File: src/sv/ppg_pkg.sv
// Shared types and constants of the plasma pattern pixel generator.
`default_nettype none

package ppg_pkg;

  // Configuration register indexes.
  typedef enum logic [2:0] {
    REG_WAVE_AMPLITUDE = 3'd0,
    REG_WAVE_FREQUENCY = 3'd1,
    REG_RED_RATE       = 3'd2,
    REG_GREEN_RATE     = 3'd3,
    REG_BLUE_RATE      = 3'd4,
    REG_RED_PHASE      = 3'd5,
    REG_GREEN_PHASE    = 3'd6,
    REG_BLUE_PHASE     = 3'd7
  } cfg_reg_t;

  // Wave settings that every lane reads.
  typedef struct packed {
    logic signed [10:0] amplitude;
    logic signed [7:0]  frequency;
  } wave_cfg_t;

  localparam int unsigned LaneStages = 7;

  // Angle shift that makes every truncated angle non-negative (128 * 360).
  localparam logic signed [25:0] ANGLE_BIAS = 26'sd46080;
  // ceil(2^25 / 360): exact floor(v / 360) for v below 2^17.
  localparam logic [16:0] RECIP_360 = 17'd93207;
  localparam int unsigned RecipShift = 25;

  // Quarter-wave degree sine, scaled by 16384.
  localparam logic [14:0] QUARTER_SINE [0:90] = '{
    15'd0,     15'd285,   15'd571,   15'd857,   15'd1142,  15'd1427,  15'd1712,
    15'd1996,  15'd2280,  15'd2563,  15'd2845,  15'd3126,  15'd3406,  15'd3685,
    15'd3963,  15'd4240,  15'd4516,  15'd4790,  15'd5062,  15'd5334,  15'd5603,
    15'd5871,  15'd6137,  15'd6401,  15'd6663,  15'd6924,  15'd7182,  15'd7438,
    15'd7691,  15'd7943,  15'd8191,  15'd8438,  15'd8682,  15'd8923,  15'd9161,
    15'd9397,  15'd9630,  15'd9860,  15'd10086, 15'd10310, 15'd10531, 15'd10748,
    15'd10963, 15'd11173, 15'd11381, 15'd11585, 15'd11785, 15'd11982, 15'd12175,
    15'd12365, 15'd12550, 15'd12732, 15'd12910, 15'd13084, 15'd13254, 15'd13420,
    15'd13582, 15'd13740, 15'd13894, 15'd14043, 15'd14188, 15'd14329, 15'd14466,
    15'd14598, 15'd14725, 15'd14848, 15'd14967, 15'd15081, 15'd15190, 15'd15295,
    15'd15395, 15'd15491, 15'd15582, 15'd15668, 15'd15749, 15'd15825, 15'd15897,
    15'd15964, 15'd16025, 15'd16082, 15'd16135, 15'd16182, 15'd16224, 15'd16261,
    15'd16294, 15'd16321, 15'd16344, 15'd16361, 15'd16374, 15'd16381, 15'd16384
  };

endpackage

`default_nettype wire

File: src/sv/ppg_wave_lane.sv
// Seven-stage pipelined wave function: wave index in, 8-bit wave value out.
`default_nettype none

module ppg_wave_lane (
  input  wire logic                                 clk,
  input  wire logic [ppg_pkg::LaneStages-1:0]       en,
  input  wire ppg_pkg::wave_cfg_t                   cfg,
  input  wire logic [7:0]                           idx,
  output logic [7:0]                                w
);

  localparam int unsigned RecipShiftTop = ppg_pkg::RecipShift + 7;

  logic signed [16:0] m;
  logic [16:0]        v1;
  logic [16:0]        v2;
  logic [7:0]         q;
  logic [6:0]         tix;
  logic               neg;
  logic signed [15:0] s;
  logic signed [26:0] prod;

  logic signed [16:0] m_next;
  logic signed [25:0] mx, t, ad, ang, vo;
  logic [33:0]        qp;
  logic [16:0]        q360, r;
  logic [8:0]         a;
  logic [6:0]         tix_next;
  logic               neg_next;
  logic signed [15:0] mag, s_next;
  logic signed [26:0] prod_next, pa, sh;

  always_comb begin
    // Stage 0: index times frequency.
    m_next = $signed({1'b0, idx}) * cfg.frequency;

    // Stage 1: times 360, divide by 256 toward zero, bias above zero.
    mx  = 26'(m);
    t   = (mx <<< 8) + (mx <<< 6) + (mx <<< 5) + (mx <<< 3);
    ad  = t + (t[25] ? 26'sd255 : 26'sd0);
    ang = ad >>> 8;
    vo  = ang + ppg_pkg::ANGLE_BIAS;

    // Stage 2: quotient by 360 through the reciprocal.
    qp = 34'(v1) * 34'(ppg_pkg::RECIP_360);

    // Stage 3: remainder and quadrant fold.
    q360 = 17'({q, 8'b0}) + 17'({q, 6'b0}) + 17'({q, 5'b0}) + 17'({q, 3'b0});
    r    = v2 - q360;
    if (r >= 17'd360) begin
      r = r - 17'd360;
    end
    a = r[8:0];
    if (a <= 9'd90) begin
      tix_next = a[6:0];
      neg_next = 1'b0;
    end else if (a <= 9'd180) begin
      tix_next = 7'(9'd180 - a);
      neg_next = 1'b0;
    end else if (a <= 9'd270) begin
      tix_next = 7'(a - 9'd180);
      neg_next = 1'b1;
    end else begin
      tix_next = 7'(9'd360 - a);
      neg_next = 1'b1;
    end

    // Stage 4: table lookup.
    mag    = $signed(16'(ppg_pkg::QUARTER_SINE[tix]));
    s_next = neg ? -mag : mag;

    // Stage 5: amplitude scale.
    prod_next = cfg.amplitude * s;

    // Stage 6: divide by 16384 toward zero, keep the low byte.
    pa = prod + (prod[26] ? 27'sd16383 : 27'sd0);
    sh = pa >>> 14;
  end

  always_ff @(posedge clk) begin
    if (en[0]) begin
      m <= m_next;
    end
    if (en[1]) begin
      v1 <= vo[16:0];
    end
    if (en[2]) begin
      q  <= qp[RecipShiftTop:ppg_pkg::RecipShift];
      v2 <= v1;
    end
    if (en[3]) begin
      tix <= tix_next;
      neg <= neg_next;
    end
    if (en[4]) begin
      s <= s_next;
    end
    if (en[5]) begin
      prod <= prod_next;
    end
    if (en[6]) begin
      w <= sh[7:0];
    end
  end

endmodule

`default_nettype wire

File: config.mk
export PLATFORM = sky130hd
export DESIGN_NAME = ppg_wave_lane
export DESIGN_NICKNAME = d
export VERILOG_FILES = /design/src/sv/ppg_pkg.sv /design/src/sv/ppg_wave_lane.sv
export SDC_FILE = /design/constraint.sdc
export NUM_CORES = 1
export LEC_CHECK = 0
export BUFFER_PORTS_ARGS = -buffer_cell sky130_fd_sc_hd__buf_4
export CAP_MARGIN = 20
export CORE_ASPECT_RATIO = 1.75
export CORE_MARGIN = 2
export CORE_UTILIZATION = 25
export CTS_CLUSTER_SIZE = 14
export DETAILED_ROUTE_END_ITERATION = 16
export SYNTH_ARGS = -nofsm -noshare
export SYNTH_HDL_FRONTEND = slang
export SYNTH_SLANG_ARGS = --single-unit
File: constraint.sdc
create_clock -name clk -period 7.75 [get_ports clk]
set_input_delay 0.775 -clock clk [delete_from_list [all_inputs] [get_ports clk]]
set_output_delay 0.775 -clock clk [all_outputs]
set_load 0.01 [all_outputs]
Yosys cells after proc, flatten, opt, wreduce, memory -nomap -nowiden:

Memory sizes are Yosys's and may differ from the RTL's.
Index checks and enable logic that the tools add are counted.

* add/sub/neg operators: 15
* $mul: 3
* div/mod/pow operators: 0
* magnitude comparators: 5
* equal/unequal tests: 0
* shift-type cells: 0
* mux-type cells: 10
* bitwise operators: 1
* reductions and logical operators: 0

Operator list (number)
* two-way mux 15 bit: 3
* multiplier 17 x 17 -> 33 bit, second input constant: 1
* multiplier 11 x 16 -> 27 bit: 1
* adder 25 x 23 -> 26 bit: 1
* adder 26 x 20 -> 26 bit: 1
* adder 26 x 22 -> 26 bit: 1
* adder 25 x 9 -> 25 bit: 1
* adder 22 x 15 -> 22 bit: 1
* two-way mux 7 bit: 3
* adder 16 x 14 -> 17 bit: 1
* adder 17 x 11 -> 17 bit: 1
* adder 17 x 13 -> 17 bit: 1
* adder 17 bit, second input constant: 1
* greater-or-equal comparator 17 x 9 -> 1 bit, second input constant: 1
* multiplier 9 x 8 -> 17 bit: 1
* subtractor 17 bit: 1
* negation 15 -> 16 bit: 1
* two-way mux 14 bit: 1
* less-or-equal comparator 9 x 7 -> 1 bit, second input constant: 1
* less-or-equal comparator 9 x 8 -> 1 bit, second input constant: 1
* less-or-equal comparator 9 bit, second input constant: 1
* two-way mux 9 bit: 1
* subtractor 9 bit, second input constant: 1
* greater-or-equal comparator 8 bit, second input constant: 1
* other kinds (6): 6

* bits in registers: 118
* latch bits: 0
* RAM bits: 0
* bits in read-only memories: 1920
* word-level logic and storage cells: 45
* memories kept: 1

Memory list
* (no name shown): words 128, bits a word 15, rd ports 1, clocked after Yosys merged registers in 0, write ports 0, line ppg_wave_lane.sv:69 `mag = $signed(16'(ppg_pkg::QUARTER_SINE[tix]));`

Logic depth before layout (Yosys ltp):

Gate-level depths: netlist of the first run.

* word-level depth: 10
* mapped depth: 24
* mapped depth without buffers: 24

Worst setup path before layout of the first run:

No wires, ideal clock.

* kind: register to register
* from: register m[2]
* to: register v1[14] (data pin)
* data arrival time: 5620 ps
* setup slack: 1865 ps
* stages on the path, launching flop included: 23
* clock period less this slack: 5885 ps
* cell sequence: edfxtp_1 inv_1 fa_1 fa_1 fa_1 nor2b_1 o21ai_0 a21o_1 a31oi_1 o2111ai_1 a21oi_1 a31o_2 xor2_1 ha_1 a2111oi_0 nand2_1 mux2i_1 nor3_1 xnor2_1 ha_1 or3_1 o21ai_0 xnor2_1

* cells in the longest elaborated chain, start to end: 6

Ends and longest elaborated chain
* from (decl): line ppg_wave_lane.sv:14 `logic signed [16:0] m;`
* from (signal assigned): line ppg_wave_lane.sv:82 `m <= m_next;`
* adder 25 x 23 -> 26 bit: line ppg_wave_lane.sv:39 `t = (mx <<< 8) + (mx <<< 6) + (mx <<< 5) + (mx <<< 3);`
* adder 26 x 22 -> 26 bit: line ppg_wave_lane.sv:39
* adder 26 x 20 -> 26 bit (*): line ppg_wave_lane.sv:39
* two-way mux 8 bit: line ppg_wave_lane.sv:40 `ad = t + (t[25] ? 26'sd255 : 26'sd0);`
* adder 25 x 9 -> 25 bit (*): line ppg_wave_lane.sv:40
* adder 17 bit (*): line ppg_wave_lane.sv:42 `vo = ang + ppg_pkg::ANGLE_BIAS;`
* named net vo[14]: line ppg_wave_lane.sv:24 `logic signed [25:0] mx, t, ad, ang, vo;`
* to (signal assigned): line ppg_wave_lane.sv:85 `v1 <= vo[16:0];`
* to (decl): line ppg_wave_lane.sv:15 `logic [16:0] v1;`

Mark *: on every way through the listed nets, which the timed path passes. The rest lies on a longest branch.
A chain may end at the register's enable or synchronous reset.

Worst setup path in the final report of the first run:

* from: register m[3]
* to: register v1[14] (data pin)

Same word-level chain as after synthesis.

==> results of run 1 <==
-- routing by layer --
metal,vias up,wire length [um],share of wire
li1,7910,-,-
met1,8335,17100,0.32
met2,273,32300,0.60
met3,147,1210,0.022
met4,0,3200,0.060
met5,-,0,0
-- worst max-delay path, cell delays in order, from the launching register on --
cell and delay [ps]:
edfxtp_1 420, inv_1 190, fa_1 470, fa_1 520, fa_1 470, nor2b_1 120
o21ai_0 130, a21o_1 240, a31oi_1 240, o2111ai_1 150, a21oi_1 240, a31o_2 240
xor2_1 340, ha_1 330, a2111oi_0 750, nand2_1 120, mux2i_1 400, nor3_1 190
xnor2_1 200, ha_1 260, or3_1 360, o21ai_0 100, xnor2_1 90
-- worst paths after layout --
| check | start | end | slack, ps | cells past startpoint |
|---|---|---|---|---|
| setup / recovery | m[3] | v1[14] | 930 | 22 |
| hold / removal | prod[21] | w[7] | 550 | 1 |
| setup reg to reg | m[3] | v1[14] | 930 | 22 |
| hold reg to reg | prod[21] | w[7] | 550 | 1 |
-- layout by cell type, fill, tap and decap left out, types with 17 or more instances in the layout --
cell       instances
edfxtp_1         114
clkbuf_16         17
nand3_1           24
inv_1            483
nor2_1           107
nor3_1            34
nand2b_1          33
and2_1           155
nand2_1          180
a21o_1            23
buf_4             47
xor2_1            30
xnor2_1           87
nor2b_1           18
ha_1             306
fa_1             336
o21ai_0           86
a21oi_1           89
-- final cells by class --
| type | instances | area [um^2] | area share |
|---|---|---|---|
| clock buffer | 17 | 425 | 0.0170 |
| clock inverter | 15 | 145 | 0.00580 |
| inverter | 485 | 1820 | 0.0728 |
| multi-input combinational | 1762 | 17400 | 0.694 |
| sequential | 114 | 3420 | 0.137 |
| tap | 1192 | 1490 | 0.0596 |
| timing repair buffer | 47 | 353 | 0.0141 |
-- registers in the layout, summed over array words and instances (netlist names) --
register  flops
q             8
s            16
v2           17
m            17
neg           1
tix           7
v1           17
prod         23
w             8
-- Yosys cell counts (5+ instances only) --
| library cell | n |
|---|---|
| inv_1 | 483 |
| fa_1 | 336 |
| ha_1 | 306 |
| nand2_1 | 180 |
| and2_1 | 155 |
| edfxtp_1 | 114 |
| nor2_1 | 107 |
| a21oi_1 | 89 |
| xnor2_1 | 87 |
| o21ai_0 | 86 |
| clkbuf_1 | 62 |
| nor3_1 | 34 |
| nand2b_1 | 33 |
| xor2_1 | 30 |
| nand3_1 | 24 |
| a21o_1 | 23 |
| nor2b_1 | 18 |
| a211oi_1 | 14 |
| o211ai_1 | 14 |
| o21a_1 | 13 |
| o31ai_1 | 13 |
| a21boi_0 | 12 |
| a31oi_1 | 12 |
| and3_1 | 10 |
| mux2i_1 | 10 |
| nand4_1 | 10 |
| or3_1 | 10 |
| buf_1 | 9 |
| a31o_2 | 8 |
| o22ai_1 | 8 |
| o31a_1 | 7 |
| a311oi_1 | 6 |
| a22oi_1 | 5 |
| nand3b_1 | 5 |
| nor4_1 | 5 |
| o311ai_0 | 5 |
-- stage by stage --
| stage | std cells | utilization | worst slack [ps] | hold WS, ps |
|---|---|---|---|---|
| after floorplan | 2441 | - | 1860 | 518 |
| after global placement | 3600 | 0.268 | 799 | 533 |
| after detailed placement | 3600 | 0.268 | 756 | 537 |
| after CTS | 3632 | 0.274 | 811 | 542 |
| after global routing | 3632 | 0.274 | 294 | 563 |
| final | 3632 | 0.274 | 929 | 546 |
-- kinds of logic after synthesis --
family,share of synthesized area
and+or+nand+nor,0.136
muxes,0.00533
AOI/OAI and AO/OA,0.107
buffers and inverters,0.0953
xor gates and xnor gates,0.0477
DFF,0.149
adders and majority gates,0.459
==> metrics.md, run 1 <==
| Metric | Value |
|---|---|
| Met2 Resource Use GR | 0.247 |
| Share of layout cells above drive strength 1 | 0.0492 |
| Worst skew pair latency | 480 ps |
| Dpl hpwl | 45300 um |
| GR peak layer | met2 |
| Core footprint | 91400 um^2 |
| Startpoint types | flip-flop |
| Synthesized area | 23000 um^2 |
| Clock Tree Root | clkbuf_16 |
| Clk sinks | 114 |
| Area grow syn2layout | 8.91% |
| Diodes inserted | 0 |
| Row cnt | 147 |
| Global routing usage on met1 | 0.103 |
| Initial antenna violation count | 0 |
| Max Cap Viol | 0 |
| Yosys cell types | 89 |
| # setup viols final | 0 |
| Total global-route track usage | 0.119 |
| CP required | 7970 ps |
| TritonCTS clock tree | done |
| Placed cell area | 24500 um^2 |
| DR vias | 16665 |
| Crit path kind | flip-flop to flip-flop |
| Min Tclk post-route | 6820 ps |
| Seq cells post-synth | 114 |
| Mapped Nets | 3118 |
| Post-synth top area cell | fa_1 |
| Critical path peak fanout | 5 |
| Resized Gates After CTS | 0 |
| Outcome | completed |
| Synth Warn # | 0 |
| Max H-tree Level | 4 |
| Post-synth EDFFs | 114 |
| DRT antenna net count | 0 |
| Post-synth ARST share | 0 |
| RSZ-0062 raised after global routing | false |
| Hold crit path type | flip-flop to flip-flop |
| Arr. time, crit path | 7040 ps |
| Die area | 94500 um^2 |
| Post-CTS setup buffers | 0 |
| Total grt overflow | 0 |
| Predominant post-synthesis flop cell | edfxtp_1 |
| Starting Density | 0.251 |
| Die Width | 233 um |
| Synthesized instance count | 2441 |
| Largest net degree at the start of global routing | 78 |
| Clk slew on worst S/H paths | 60 ps |
| Vias per Instance | 4.59 |
| Kind of end point of the critical path | flip-flop |
| CTS Buf Count | 17 |
| Post-synthesis sequential area ratio | 0.149 |
| First-pass GRT wire length | 88800 um |
| DR pass1 iterations | 8 |
| Final setup skew | 17.5 ps |
| Clock tree buffer depth | 2 |
| Count of input and output buffers | 42 |
| Share of Yosys cell area claimed by the top area cell type | 0.293 |
| Max-slew headroom | 0.372 |
| Final Hold Fails | 0 |
| Cts hold-fix bufs | 0 |
| Largest cells by area after synthesis | fa_1, ha_1, edfxtp_1 |
| Post-route clock period utilization | 0.880 |
| Design area | 25000 um^2 |
| I/O pins | 43 |
| Setup TNS | 0 ps |
| Global placer's final weighted congestion | 0.902 |
| Syn Area/Cell | 9.42 um^2 |
| DRC viols | 0 |
| Die Height | 405 um |
| Routed WL per cell | 14.8 um |
| Vias in the first global route | 17937 |
| FMAX | 147 MHz |
| WL final | 53800 um |
| Slew Viols, Final | 0 |
| Fin nets | 3104 |
| DRT iter0 DRCs | 590 |
| # fillers | 9659 |
| Met3 GRT Util | 0.0153 |
| Worst Tran Pin Value | 943 ps |
Power of run 1 is not shown: default switching activity piles up to over one toggle a cycle in this logic, so the estimate is an artifact.
==> run 2, diff against run 1 <==
--- a/config.mk
+++ b/config.mk
@@ -12,6 +12,7 @@
 export CORE_UTILIZATION = 25
 export CTS_CLUSTER_SIZE = 14
 export DETAILED_ROUTE_END_ITERATION = 16
+export REMOVE_ABC_BUFFERS = 1
 export SYNTH_ARGS = -nofsm -noshare
 export SYNTH_HDL_FRONTEND = slang
 export SYNTH_SLANG_ARGS = --single-unit
==> run 2 against run 1 <==
Non-clock buffer count is 1 higher. Routed wire length up 1.0%. Sequential cell count unchanged. Maximum frequency shrank 0.59%. Sequential share of layout area about the same. Worst setup slack got worse by 40 ps. First-iteration DRC count down 13%. Register-to-register slack lost 40 ps. Largest cell class unchanged. Highest routed layer unchanged.
==> metrics.md, run 2 (synthesis gave the netlist of run 1 again) <==
| Metric | Value |
|---|---|
| Total grt overflow | 0 |
| I/O pins | 43 |
| Worst skew pair latency | 470 ps |
| CTS Buf Count | 17 |
| Dpl ws | 773 ps |
| Slew Viols, Final | 0 |
| # fillers | 9712 |
| Initial antenna violation count | 0 |
| DR pass1 iterations | 7 |
| First-pass GRT wire length | 88800 um |
| Critical path's slowest cell | a2111oi_0 |
| Arr. time, crit path | 7080 ps |
| Final setup skew | 12.3 ps |
| Post-route clock period utilization | 0.885 |
| WL final | 54300 um |
| Count of input and output buffers | 42 |
| Max stage delay on crit path | 870 ps |
| DRT iter0 DRCs | 512 |
| Met3 GRT Util | 0.0114 |
| Core footprint | 91400 um^2 |
| Global routing usage on met1 | 0.102 |
| Commonest non-fill, non-tap cell in the layout | inv_1 |
| Setup TNS | 0 ps |
| Min Tclk post-route | 6860 ps |
| Area grow syn2layout | 9.01% |
| DR vias | 16651 |
| Share of layout cells above drive strength 1 | 0.0496 |
| Diodes inserted | 0 |
| # setup viols final | 0 |
| Resized Gates After CTS | 0 |
| Startpoint types | flip-flop |
| Die area | 94500 um^2 |
| Global placer's final weighted congestion | 0.887 |
| Die Height | 405 um |
| Critical path peak fanout | 5 |
| Hold crit path type | flip-flop to flip-flop |
| Worst Tran Pin Value | 959 ps |
| Max H-tree Level | 4 |
| Fin nets | 3105 |
| DRT antenna net count | 0 |
| Most flops, register | prod |
| Outcome | completed |
| CP cell instances | inv_1, fa_1, fa_1, fa_1, nor2b_1, o21ai_0, a21o_1, a31oi_1, o2111ai_1, a21oi_1, a31o_2, xor2_1, ha_1, a2111oi_0, nand2_1, mux2i_1, nor3_1, xnor2_1, ha_1, or3_1, o21ai_0, xnor2_1 |
| Final Core Density | 0.274 |
| Post-CTS setup buffers | 0 |
| Final worst slack | 889 ps |
| Met2 Resource Use GR | 0.254 |
| Cts hold-fix bufs | 0 |
| Die Width | 233 um |
| Dpl hpwl | 46200 um |
| Max FFs per register | 23 |
| Row cnt | 147 |
| Clock tree buffer depth | 2 |
| Most frequent cells in the layout | inv_1, fa_1, ha_1, nand2_1, and2_1 |
| Total global-route track usage | 0.120 |
| Clock Tree Root | clkbuf_16 |
| Crit path top cell by count | fa_1 |
| Kind of end point of the critical path | flip-flop |
| Clk slew on worst S/H paths | 70 ps |
| Clk sinks | 114 |
| RSZ-0062 raised after global routing | false |
| Max-slew headroom | 0.344 |
| CP required | 7970 ps |
| GR peak layer | met2 |
| FMAX | 146 MHz |
| Vias per Instance | 4.58 |
| Vias in the first global route | 17950 |
| DRC viols | 0 |
| TritonCTS clock tree | done |
| Final Hold Fails | 0 |
| Max Cap Viol | 0 |
| Largest net degree at the start of global routing | 78 |
| Crit path kind | flip-flop to flip-flop |
| Routed WL per cell | 14.9 um |
| Hold_ws | 550 ps |
| Starting Density | 0.251 |
-- run 2: cell count changes in the layout (fill, tap and decap cells not counted), sizes merged --
cell	previous run	this run
buf	47	48
clkinv	5	2
clkinvlp	1	2
inv	493	495
-- run 2: final timing paths --
check        startpoint  endpoint  slack, ps  cells past startpoint
max                m[0]    v1[14]        890                     22
min            prod[21]      w[7]        550                      1
max reg2reg        m[0]    v1[14]        890                     22
min reg2reg    prod[21]      w[7]        550                      1
-- run 2: area by class of cell --
type | count | area, um^2 | area share
clock buffer | 17 | 425 | 0.0170
clock inverter | 15 | 163 | 0.00649
sequential | 114 | 3420 | 0.137
inverter | 485 | 1820 | 0.0727
multi-input combinational | 1762 | 17400 | 0.693
tap | 1192 | 1490 | 0.0595
timing repair buffer | 48 | 360 | 0.0144
-- run 2: worst max-delay path, delay by kind of cell (launching register included) --
| family | cells | cell delay, ps |
|---|---|---|
| AO/OA/AOI/OAI | 8 | 2210 |
| XOR/XNOR | 3 | 640 |
| adder cells (fa/ha/maj) | 5 | 2070 |
| buffers and inverters | 1 | 90 |
| flip-flops | 1 | 460 |
| multiplexers | 1 | 340 |
| AND/OR/NAND/NOR | 4 | 780 |
-- run 2: stage by stage --
stage	instances	cell area [um^2]
finish	3633	25100
floorplan	2361	22600
CTS	3633	25100
global route	3633	25100
global placement	3601	24500
detailed placement	3601	24500
-- run 2: metal layers --
metal	vias up	share of wire
met1	8258	0.31
met3	153	0.022
met5	-	0
met2	323	0.61
li1	7917	-
met4	0	0.059
Power of run 2 is left out for the same reason.
==> run 3, diff against run 2 <==
--- a/config.mk
+++ b/config.mk
@@ -9,7 +9,7 @@
 export CAP_MARGIN = 20
 export CORE_ASPECT_RATIO = 1.75
 export CORE_MARGIN = 2
-export CORE_UTILIZATION = 25
+export CORE_UTILIZATION = 40
 export CTS_CLUSTER_SIZE = 14
 export DETAILED_ROUTE_END_ITERATION = 16
 export REMOVE_ABC_BUFFERS = 1
==> run 3 against run 2 <==
Global-route usage up 7.6 points. Worst setup slack better by 240 ps. Critical path depth unchanged. Via count rose by 0.49%. Non-clock buffer count fell by 1. Worst hold slack improved by 21 ps. Critical path type unchanged.
==> metrics.md, run 3 (synthesis gave the netlist of run 1 again) <==
| Metric | Value |
|---|---|
| First-pass GRT wire length | 90600 um |
| Worst skew pair latency | 440 ps |
| CP required | 7940 ps |
| Most flops, register | prod |
| Resized Gates After CTS | 0 |
| DRC viols | 0 |
| Dpl hpwl | 46100 um |
| Commonest non-fill, non-tap cell in the layout | inv_1 |
| DR pass1 iterations | 5 |
| Largest net degree at the start of global routing | 78 |
| Kind of end point of the critical path | flip-flop |
| Starting Density | 0.403 |
| Clk slew on worst S/H paths | 60 ps |
| TritonCTS clock tree | done |
| I/O pins | 43 |
| Max Cap Viol | 0 |
| Row cnt | 116 |
| Max-slew headroom | 0.409 |
| Routed WL per cell | 17.2 um |
| Hold crit path type | flip-flop to flip-flop |
| Max H-tree Level | 4 |
| Vias in the first global route | 18247 |
| Clock Tree Root | clkbuf_16 |
| Count of input and output buffers | 42 |
| Outcome | completed |
| Min Tclk post-route | 6620 ps |
| Fin nets | 3104 |
| DRT antenna net count | 0 |
| Final setup skew | 10.2 ps |
| Global placer's final weighted congestion | 0.879 |
| Max FFs per register | 23 |
| Clk sinks | 114 |
| Core footprint | 57000 um^2 |
| Diodes inserted | 0 |
| Die Width | 185 um |
| RSZ-0062 raised after global routing | false |
| Total grt overflow | 0 |
| Critical path peak fanout | 5 |
| Post-route clock period utilization | 0.854 |
| Initial antenna violation count | 1 |
| Area grow syn2layout | 6.69% |
| Startpoint types | flip-flop |
| Final Hold Fails | 0 |
| Slew Viols, Final | 0 |
| # setup viols final | 0 |
| Share of layout cells above drive strength 1 | 0.0480 |
| Post-CTS setup buffers | 0 |
| Worst Tran Pin Value | 887 ps |
| Clock tree buffer depth | 2 |
| Crit path kind | flip-flop to flip-flop |
| Die Height | 321 um |
| Arr. time, crit path | 6810 ps |
| Vias per Instance | 5.22 |
| DRT iter0 DRCs | 986 |
| Most frequent cells in the layout | inv_1, fa_1, ha_1, nand2_1, and2_1 |
| Cts hold-fix bufs | 0 |
| FMAX | 151 MHz |
| Setup TNS | 0 ps |
| Die area | 59500 um^2 |
| Total global-route track usage | 0.195 |
| CTS Buf Count | 17 |
| DR vias | 16732 |
| WL final | 55200 um |
## run 3: changes by cell type in the layout (fill, tap and decap cells not counted)
cell	previous run	this run
inv_6	6	2
inv_8	5	0
buf_4	48	47
bufinv_16	1	3
clkinv_1	0	1
clkbuf_1	0	2
clkinv_2	1	3
clkinvlp_4	2	4
## run 3: critical path, stage by stage, from the launching register on
cell       delay (ps)
edfxtp_1          460
inv_1              90
fa_1              570
fa_1              470
fa_1              470
nor2b_1           130
o21ai_0           140
a21o_1            240
a31oi_1           230
o2111ai_1         130
a21oi_1           230
a31o_2            230
xor2_1            320
ha_1              310
a2111oi_0         680
nand2_1           110
mux2i_1           360
nor3_1            180
xnor2_1           180
ha_1              260
or3_1             360
o21ai_0           100
xnor2_1            80
## run 3: area by class of cell
class                      instances  area, um^2
multi-input combinational       1762       17400
inverter                         485        1820
sequential                       114        3420
timing repair buffer              47         353
clock inverter                    13         160
tap                              767         960
clock buffer                      19         433
fill                            5608       32500
## run 3: worst paths after layout
kind / startpoint / slack [ps] / end / cells after the start
hold reg to reg: prod[21] / 570 / w[7] / 1
setup reg to reg: m[0] / 1130 / v1[14] / 22
setup / recovery: m[0] / 1130 / v1[14] / 22
hold / removal: prod[21] / 570 / w[7] / 1
## run 3: per-layer routing
metal | part of all wire | GRT usage
met1 | 0.33 | 0.183
met2 | 0.59 | 0.396
met3 | 0.023 | 0.0212
met4 | 0.054 | 0.109
met5 | 0.00025 | 0
## run 3: stage by stage
stage | setup WS [ps] | hold slack, ps | instance area [um^2] | cells | utilization
floorplan | 1850 | 518 | 22600 | 2361 | -
global placement | 1240 | 566 | 23900 | 3175 | 0.420
detailed placement | 1110 | 565 | 23900 | 3175 | 0.420
CTS | 1090 | 576 | 24500 | 3207 | 0.430
global route | 602 | 597 | 24500 | 3207 | 0.430
finish | 1130 | 571 | 24500 | 3207 | 0.430
Power of run 3 is left out for the same reason.
